## src/hw/rtl/msix_vector_table_access_unit_assert.svh

```systemverilog
// assertion macros for the msix vector table access unit
`ifndef MSIX_VECTOR_TABLE_ACCESS_UNIT_ASSERT_SVH
`define MSIX_VECTOR_TABLE_ACCESS_UNIT_ASSERT_SVH

`ifndef SYNTHESIS
`define MSIX_VTA_ASSERT(lbl, prop, msg) \
    lbl: assert property (@(posedge clk) disable iff (!rst_n) (prop)) else $error(msg);
`define MSIX_VTA_ASSERT_NEXT(lbl, ante, cons, msg) \
    lbl: assert property (@(posedge clk) disable iff (!rst_n) (ante) |=> (cons)) \
        else $error(msg);
`else
`define MSIX_VTA_ASSERT(lbl, prop, msg)
`define MSIX_VTA_ASSERT_NEXT(lbl, ante, cons, msg)
`endif

`endif

```

## src/hw/rtl/msix_vta_pkg.sv

```systemverilog
// shared types and constants for the msix vector table access unit
package msix_vta_pkg;

    localparam logic [6:0] NO_ENTRY = 7'd64;

    typedef enum logic [2:0] {
        ST_DONE      = 3'd0,
        ST_BAD_SIZE  = 3'd1,
        ST_NOT_DWORD = 3'd2,
        ST_PASS      = 3'd3,
        ST_NO_DEV    = 3'd4
    } msix_vta_status_t;

    typedef enum logic [1:0] {
        CFG_ENTRIES     = 2'd0,
        CFG_TABLE_START = 2'd1,
        CFG_HAS_DEV     = 2'd2
    } msix_vta_cfg_idx_t;

    // decoded access, handed from decode to the table and the formatter
    typedef struct packed {
        msix_vta_status_t status;
        logic [7:0]       rel_idx;
        logic             word_sel;
        logic             dword_sel;
        logic             qword;
        logic             is_write;
    } msix_vta_cmd_t;

endpackage

```

## src/hw/rtl/msix_vta_decode.sv

```systemverilog
// access classification: size, alignment and table window checks
module msix_vta_decode #(
    parameter int MAX_ENTRIES  = 64,
    parameter int WINDOW_BYTES = 4096
) (
    input  logic                  is_write,
    input  logic [11:0]           access_offset,
    input  logic [3:0]            access_bytes,
    input  logic [6:0]            entries_in_use,
    input  logic [11:0]           table_start,
    input  logic                  has_physical_device,
    output msix_vta_pkg::msix_vta_cmd_t cmd
);
    import msix_vta_pkg::*;

    // entries_in_use is 7 bits, so the table never exceeds 127 entries
    localparam int         CNT_MAX   = (MAX_ENTRIES > 127) ? 127 : MAX_ENTRIES;
    localparam logic [6:0] CNT_MAX7  = 7'(CNT_MAX);
    // table end stays below 8192, so a wider window never clamps
    localparam int         WIN_MAX   = (WINDOW_BYTES > 8191) ? 8191 : WINDOW_BYTES;
    localparam logic [12:0] WIN13    = 13'(WIN_MAX);

    logic        size_ok;
    logic        align_ok;
    logic [6:0]  count;
    logic [11:0] start;
    logic [12:0] tbl_end;
    logic [12:0] tbl_end_c;
    logic        in_table;
    logic [11:0] rel;

    always_comb
    begin
        size_ok   = (access_bytes == 4'd1) || (access_bytes == 4'd2) ||
                    (access_bytes == 4'd4) || (access_bytes == 4'd8);
        align_ok  = (access_offset[3:0] & (access_bytes - 4'd1)) == 4'd0;
        count     = (entries_in_use > CNT_MAX7) ? CNT_MAX7 : entries_in_use;
        start     = {table_start[11:4], 4'b0000};
        tbl_end   = {1'b0, start} + {2'b00, count, 4'b0000};
        tbl_end_c = (tbl_end > WIN13) ? WIN13 : tbl_end;
        in_table  = (access_offset >= start) && ({1'b0, access_offset} < tbl_end_c);
        rel       = access_offset - start;

        cmd.rel_idx   = rel[11:4];
        cmd.word_sel  = rel[3];
        cmd.dword_sel = rel[2];
        cmd.qword     = access_bytes[3];
        cmd.is_write  = is_write;

        if (!size_ok || !align_ok)
        begin
            cmd.status = ST_BAD_SIZE;
        end
        else if (in_table)
        begin
            cmd.status = (access_bytes == 4'd4 || access_bytes == 4'd8) ? ST_DONE
                                                                       : ST_NOT_DWORD;
        end
        else if (has_physical_device)
        begin
            cmd.status = ST_PASS;
        end
        else
        begin
            cmd.status = ST_NO_DEV;
        end
    end

endmodule

```

## config.mk

```make
export PLATFORM = sky130hd
export DESIGN_NAME = msix_vta_decode
export DESIGN_NICKNAME = d
export VERILOG_FILES = /design/src/hw/rtl/msix_vector_table_access_unit_assert.svh /design/src/hw/rtl/msix_vta_pkg.sv /design/src/hw/rtl/msix_vta_decode.sv
export SDC_FILE = /design/constraint.sdc
export NUM_CORES = 1
export LEC_CHECK = 0
export BUFFER_PORTS_ARGS = -buffer_cell sky130_fd_sc_hd__buf_2
export CAP_MARGIN = 5
export CORE_UTILIZATION = 40
export DETAILED_ROUTE_END_ITERATION = 12
export PLACE_DENSITY = 0.8
export SYNTH_ARGS = -nofsm -noshare
export SYNTH_HDL_FRONTEND = slang
export SYNTH_SLANG_ARGS = --single-unit
```

## constraint.sdc

```tcl
create_clock -name vclk -period 5.7
set_clock_uncertainty 0.2 [all_clocks]
set_input_delay 1.14 -clock vclk [all_inputs]
set_output_delay 1.14 -clock vclk [all_outputs]
set_load 0.05 [all_outputs]
```

* Word-level counts from Yosys, hierarchy flattened
Cells that the tools add are included.
** Storage, ports and cells
- Register bits :: 0
- Output and inout port bits :: 15
- Bits of input ports :: 37
- Word-level logic and storage cells :: 27
** Cells by class
- Bitwise operators :: 1
- Order comparisons :: 4
- Add/sub/neg operators :: 3
- Muxes and demuxes :: 6
- Eq/ne operators :: 4
- Reductions and logical operators :: 9
** Operators with widths (number)
- $add A12 B11 Y13 :: 1
- $gt A13 B13 Y1 const B :: 1
- $lt A12 B13 Y1 :: 1
- $mux W13 :: 1
- $ge A12 B12 Y1 :: 1
- $sub A12 B12 Y12 :: 1
- $mux W3 :: 3
- $gt A7 B7 Y1 const B :: 1
- $mux W7 :: 1
- $logic_or A1 B1 Y1 :: 5
- $and A4 B4 Y4 :: 1
- $eq A4 B1 Y1 const B :: 1
- $eq A4 B2 Y1 const B :: 1
- $eq A4 B3 Y1 const B :: 1
- $eq A4 B4 Y1 const B :: 1
- $logic_not A4 Y1 :: 1
- $sub A4 B1 Y4 const B :: 1
- $logic_not A1 Y1 :: 2
- $mux W2 :: 1
- $logic_and A1 B1 Y1 :: 1

* Depth between registers and ports, before layout
Gate-level depths: netlist of the first run.
- Depth in word-level cells :: 9
- Depth in mapped cells :: 15
- Mapped depth without buffers :: 15

* Worst setup path before layout of the first run
No wires, ideal clock.
- Kind :: input to output
- Start :: input port entries_in_use[0]
- End :: output port cmd[14] (netlist bit)
- Data required time :: 4.360 ns
- Data arrival time :: 4.169 ns
- Path slack :: 0.191 ns
- Cell stages on the path :: 13
- Path buffers :: 0
- Cell sequence :: nor2b_1 > ha_1 > inv_1 > fa_1 > nor2b_4 > o31a_4 > or3_1 > a211o_1 > ha_1 > a211o_1 > a41oi_2 > o32ai_4 > nor3b_2
** RTL lines
- start, declared :: RTL line msix_vta_decode.sv:9 : input logic [6:0] entries_in_use,
- end, declared :: RTL line msix_vta_decode.sv:12 : output msix_vta_pkg::msix_vta_cmd_t cmd

==> results of run 1 <==
[layout by cell type, fill, tap and decap left out, drive strengths merged, types with 3 or more instances in the layout]
| cell type | Yosys | final |
|---|---|---|
| buf | 4 | 49 |
| ha | 26 | 26 |
| inv | 21 | 21 |
| o21ai | 11 | 11 |
| nor2 | 10 | 10 |
| nor2b | 8 | 8 |
| xnor2 | 6 | 6 |
| o21a | 6 | 6 |
| nand2 | 5 | 5 |
| a21oi | 5 | 5 |
| nor3 | 5 | 5 |
| nand2b | 4 | 4 |
| xor2 | 4 | 4 |
| and2 | 4 | 4 |
| a211o | 3 | 3 |
| a211oi | 3 | 3 |
| or3 | 3 | 3 |
| a41oi | 3 | 3 |
[synthesized netlist by cell type, types with 2 or more instances]
cell type and instances:
o21ai_0 10, a211o_1 3, a21o_1 2, ha_1 26
nand2_1 5, or3_1 3, and2_1 3, a21oi_1 5
nand2b_1 4, inv_1 21, xnor2_1 6, fa_1 2
nor2_1 10, a211oi_1 3, buf_4 4, o21a_1 5
a41oi_1 2, nor2b_1 7, xor2_1 4, nor3_1 5
[worst max path at each step]
stage                   end         startpoint  depth (start not counted)  slack, ns
detailed placement  cmd[13]  entries_in_use[0]                         15       0.03
global route        cmd[13]  entries_in_use[0]                         15      0.009
global placement    cmd[13]  entries_in_use[0]                         15       0.06
CTS                 cmd[13]  entries_in_use[0]                         15       0.03
finish              cmd[13]  entries_in_use[0]                         15       0.11
floorplan           cmd[14]  entries_in_use[0]                         13       0.19
[per-stage QoR]
step | utilization [%] | worst slack, ns
floorplan | - | 0.191
finish | 51.9 | 0.106
global route | 51.9 | 0.00869
detailed placement | 51.2 | 0.0324
global placement | 51.2 | 0.0617
CTS | 51.2 | 0.0313
[kinds of logic after synthesis]
family / count (synthesis) / synth area share (%)
multiplexers: 2 / 2.19
AO/OA/AOI/OAI: 39 / 27.0
XOR/XNOR: 10 / 7.65
buffers and inverters: 25 / 9.51
adder cells (fa/ha/maj): 28 / 31.9
AND/OR/NAND/NOR: 44 / 21.7
[area by class of cell]
cell class,count,area [um2]
well taps,31,38.8
multi-input cells,123,1040
fillers,277,1310
repair buffers,49,259
inverters,21,78.8
[what timing repair did]
item | CTS | global route
resized for setup | 0 | 6
buffers inserted | 0 | 1
endpoints found under the setup margin | 0 | 1
hold endpoints to repair | 0 | 0
[power breakdown]
part	leakage [uW]	switching, uW	internal (uW)
Combinational	0.000775	115	72.2
Clock	0	0	0
Sequential	0	0	0
Total	0.000775	115	72.2
[per-layer routing]
metal | up-vias | track usage [%] | share of wire [%]
met4 | 0 | 0 | 0
li1 | 612 | - | -
met1 | 512 | 22.3 | 48
met3 | 0 | 0.703 | 3.4
met5 | - | 0 | 0
met2 | 27 | 27.4 | 48
==> impl_results.md, run 1 <==
- Status: complete, no violations
- Part of the cycle the worst path needs: 98.1%
- Row count: 19
- # placed instances: 223
- Design area: 1420 um2
- Total Routing Usage GR: between 15 and 20%
- Yosys cell types: 38
- Max-slew headroom: ~74%
- IO Pins: 52
- Synth top area cells: ha_1, inv_1, xnor2_1
- Nets@finish: 260
- Die height: 55.5 um
- DRT antenna net count: 0
- Synthesized Nets: 213
- WL final: roughly 2400 um
- Area share of the largest cell type after synthesis: 28.4%
- Port bufs: between 40 and 50
- Mapped cell area: 1140 um2
- Pwr dens: 132 nW/um2
- Initial DRC count: 13
- Via total after detailed routing: roughly 1200
- Lkg Pwr: 0.000775 uW
- Worst slew pin tran: roughly 0.39 ns
- Crit path cell chain: buf_2 -> nor2b_1 -> ha_1 -> inv_2 -> fa_2 -> nor2b_4 -> o31a_4 -> or3_4 -> a211o_1 -> ha_1 -> a211o_1 -> a41oi_2 -> o32ai_4 -> mux2_4 -> buf_6
- Vias in the first global route: 1040
- Maximum clock rate: 179 MHz
- Max Cap Viol: 0
- GPL Wtd Cong: 0.794
- Cell Area, Placed: 1400 um2
- First-pass GRT wire length: 4090 um
- Pin count of the biggest net entering global routing: 6
- Mean post-synth cell area: 7.74 um2
- Worst hold path type: input port to primary output
- Clock buffer cells: 0
- Worst hold path depth: 0
- Final hold slack: 2.08 ns
- DRC: 0
- CP max-delay cell: or3_4
- Register Area: 0 um2
- Initial antenna violation count: 0
- Fin crit period: 5.59 ns
- Worst path required time: 4.36 ns
- Startpoint type of the worst setup path: input port
- Fin cells: between 200 and 250
- Yosys warnings: 0
- Initial Util: 41.9%
- Max FO, Critical Path: 5
- Post-synthesis cell count: 148
- Hold path startpoint: is_write
- Cell taking the most area after synthesis: ha_1
- Pre-antenna DRT Iters: 4
- Worst Path Buf+Inv: 3
- Sequential cells: 0
- Final Max Tran Viols: 0
- RSZ-0062 raised after global routing: no
- Crit end category: primary output
- Crit path DAT: 4.25 ns
- Core box area: between 2000 and 3000 um2
- Hold endpoint: cmd[0]
- Grt ovf: 0
- Area Overhead vs Synth: 24.0%
- Endpoints failing setup: 0
- Share of layout cells above drive strength 1: 30.6%
- Placed wire-length estimate: 2210 um
- Total die area: 3080 um2
- Drt wl/cell: 10.9 um
- CP max stage delay: 0.34 ns
- Crit Path Category: input port to primary output
- N_diodes: 0
- DIE WIDTH: 55.5 um
- Post-CTS Hold Buffers: 0
- Tot Pwr: between 150 and 200 uW
- Post-DR vias/cell: approximately 5.1
- Max rail drop VDD: 80.3 uV
- Count of final hold-check violations: 0
- Setup TNS: 0 ns
- Critical path's top delay family: compound AO/OA/AOI/OAI gates
- Sequential element share of the synthesized area: 0%
Power figures use the tool's default switching activity.
==> inputs of run 2 (changes only) <==
PLACE_DENSITY = 0.67   (was 0.8)
==> run 2 against run 1 <==
Net effect: core utilization is the same; non-clock buffer count did not move; first-iteration DRC count stayed put; routed wire length is 9.8% higher; flip-flop and latch count unchanged; critical path type unchanged; hold slack about the same; cell area did not move.
==> impl_results.md, run 2 (synthesis gave the netlist of run 1 again) <==
- Worst slew pin tran: 0.395 ns (was 0.388 ns)
- Sequential cells: 0 (unchanged)
- Share of layout cells above drive strength 1: 30.6% (unchanged)
- Core Util, Final: 51.9% (unchanged)
- Total Routing Usage GR: 18.5% (was 15.6%)
- N_diodes: 0 (unchanged)
- GPL Wtd Cong: 0.734 (was 0.794)
- Lkg Pwr: 0.000775 uW (about the same)
- Crit Path Category: input port to primary output (unchanged)
- Crit path cell chain: buf_2 -> nor2b_1 -> ha_1 -> inv_2 -> fa_2 -> nor2b_4 -> o31a_4 -> or3_4 -> a211o_1 -> ha_1 -> a211o_1 -> a41oi_2 -> o32ai_4 -> mux2_4 -> buf_6 (unchanged)
- Grt ovf: 0 (unchanged)
- Via total after detailed routing: 1171 (was 1151)
- Pwr dens: 133 nW/um2 (was 132 nW/um2)
- Core box area: 2730 um2 (unchanged)
- DIE WIDTH: 55.5 um (unchanged)
- Multi-input gate area: 1040 um2 (unchanged)
- Cell Area, Placed: 1400 um2 (unchanged)
- Post-DR vias/cell: 5.23 (was 5.14)
- Status: complete, no violations (unchanged)
- First-pass GRT wire length: 4870 um (was 4090 um)
- Initial antenna violation count: 0 (unchanged)
- CP max stage delay: 0.34 ns (about the same)
- Initial Util: 41.9% (unchanged)
- Commonest non-fill, non-tap cell in the layout: buf_2 (unchanged)
- Port bufs: 46 (unchanged)
- # placed instances: 223 (unchanged)
- Worst hold path type: input port to primary output (unchanged)
- Row count: 19 (unchanged)
- Die height: 55.5 um (unchanged)
- WL final: 2670 um (was 2430 um)
- Register Area: 0 um2 (unchanged)
- CP max-delay cell: or3_4 (unchanged)
- Nets@finish: 260 (unchanged)
- Design area: 1420 um2 (unchanged)
- DRC: 0 (unchanged)
- Clock buffer cells: 0 (unchanged)
- Drt wl/cell: 11.9 um (was 10.9 um)
- Layout fillers: 285 (was 277)
- Fin cells: 224 (unchanged)
- Crit path DAT: 4.26 ns (was 4.25 ns)
- Count of final hold-check violations: 0 (unchanged)
- IO Pins: 52 (unchanged)
- Worst path required time: 4.36 ns (about the same)
- Vias in the first global route: 1195 (was 1040)
- Area Overhead vs Synth: 24.0% (unchanged)
- Pre-antenna DRT Iters: 4 (unchanged)
- Pin count of the biggest net entering global routing: 6 (unchanged)
- Max Cap Viol: 0 (unchanged)
- Max-slew headroom: 73.7% (was 74.1%)
- Part of the cycle the worst path needs: 98.2% (was 98.1%)
- Max rail drop VDD: 72.9 uV (was 80.3 uV)
- Startpoint type of the worst setup path: input port (unchanged)
- Crit end category: primary output (unchanged)
- DRT antenna net count: 0 (unchanged)
- Fin crit period: 5.60 ns (was 5.59 ns)
- Setup TNS: 0 ns (unchanged)
- Commonest non-fill, non-tap cells in the layout: buf_2, ha_1, inv_1 (unchanged)
- Maximum clock rate: 179 MHz (about the same)
- Endpoints failing setup: 0 (unchanged)
- Initial DRC count: 13 (unchanged)
- Final Max Tran Viols: 0 (unchanged)
- Final hold slack: 2.08 ns (about the same)
- Total die area: 3080 um2 (unchanged)
- Max FO, Critical Path: 5 (unchanged)
- Placed wire-length estimate: 2440 um (was 2210 um)
-- run 2: cell counts in the layout (fill, tap and decap cells not counted) --
No cell type changed its count.
-- run 2: layout make-up --
type,count,share of cell area (%)
Tap cell,31,2.73
Timing Repair Buffer,49,18.2
Inverter,21,5.55
Multi-Input combinational cell,123,73.5
-- run 2: per-layer routing --
metal,wire [um],up-vias,GRT usage [%],part of all wire (%)
li1,-,614,-,-
met1,1170,531,23.4,44
met2,1390,26,36.0,52
met3,110,0,1.41,4.1
met4,0,0,0,0
met5,0,-,0,0
-- run 2: timing repair --
item	in CTS	in global routing
hold buffers	0	0
gates resized for setup	0	6
setup endpoints to repair	0	2
setup buffers	0	1
-- run 2: path summary, 6_finish.rpt --
kind | startpoint | to | slack, ns | cells past startpoint
hold / removal | is_write | cmd[0] | 2.08 | 0
setup / recovery | entries_in_use[0] | cmd[13] | 0.10 | 15
-- run 2: stage by stage --
step,worst slack (ns),power (uW)
after global routing,-0.00463,208
after detailed placement,0.00691,188
after global placement,0.0714,183
after floorplan,0.191,145
after CTS,0.000967,188
final,0.103,188
-- run 2: power by group --
group,internal [uW],switching (uW)
clock network,0,0
logic,72.0,116
registers,0,0
-- run 2: worst max-delay path, delay by kind of cell --
kind / cells / cell delay (ns)
compound gates: 5 / 1.26
fa+ha+maj: 3 / 0.73
simple gates: 3 / 0.51
buf+inv: 3 / 0.31
mux: 1 / 0.32
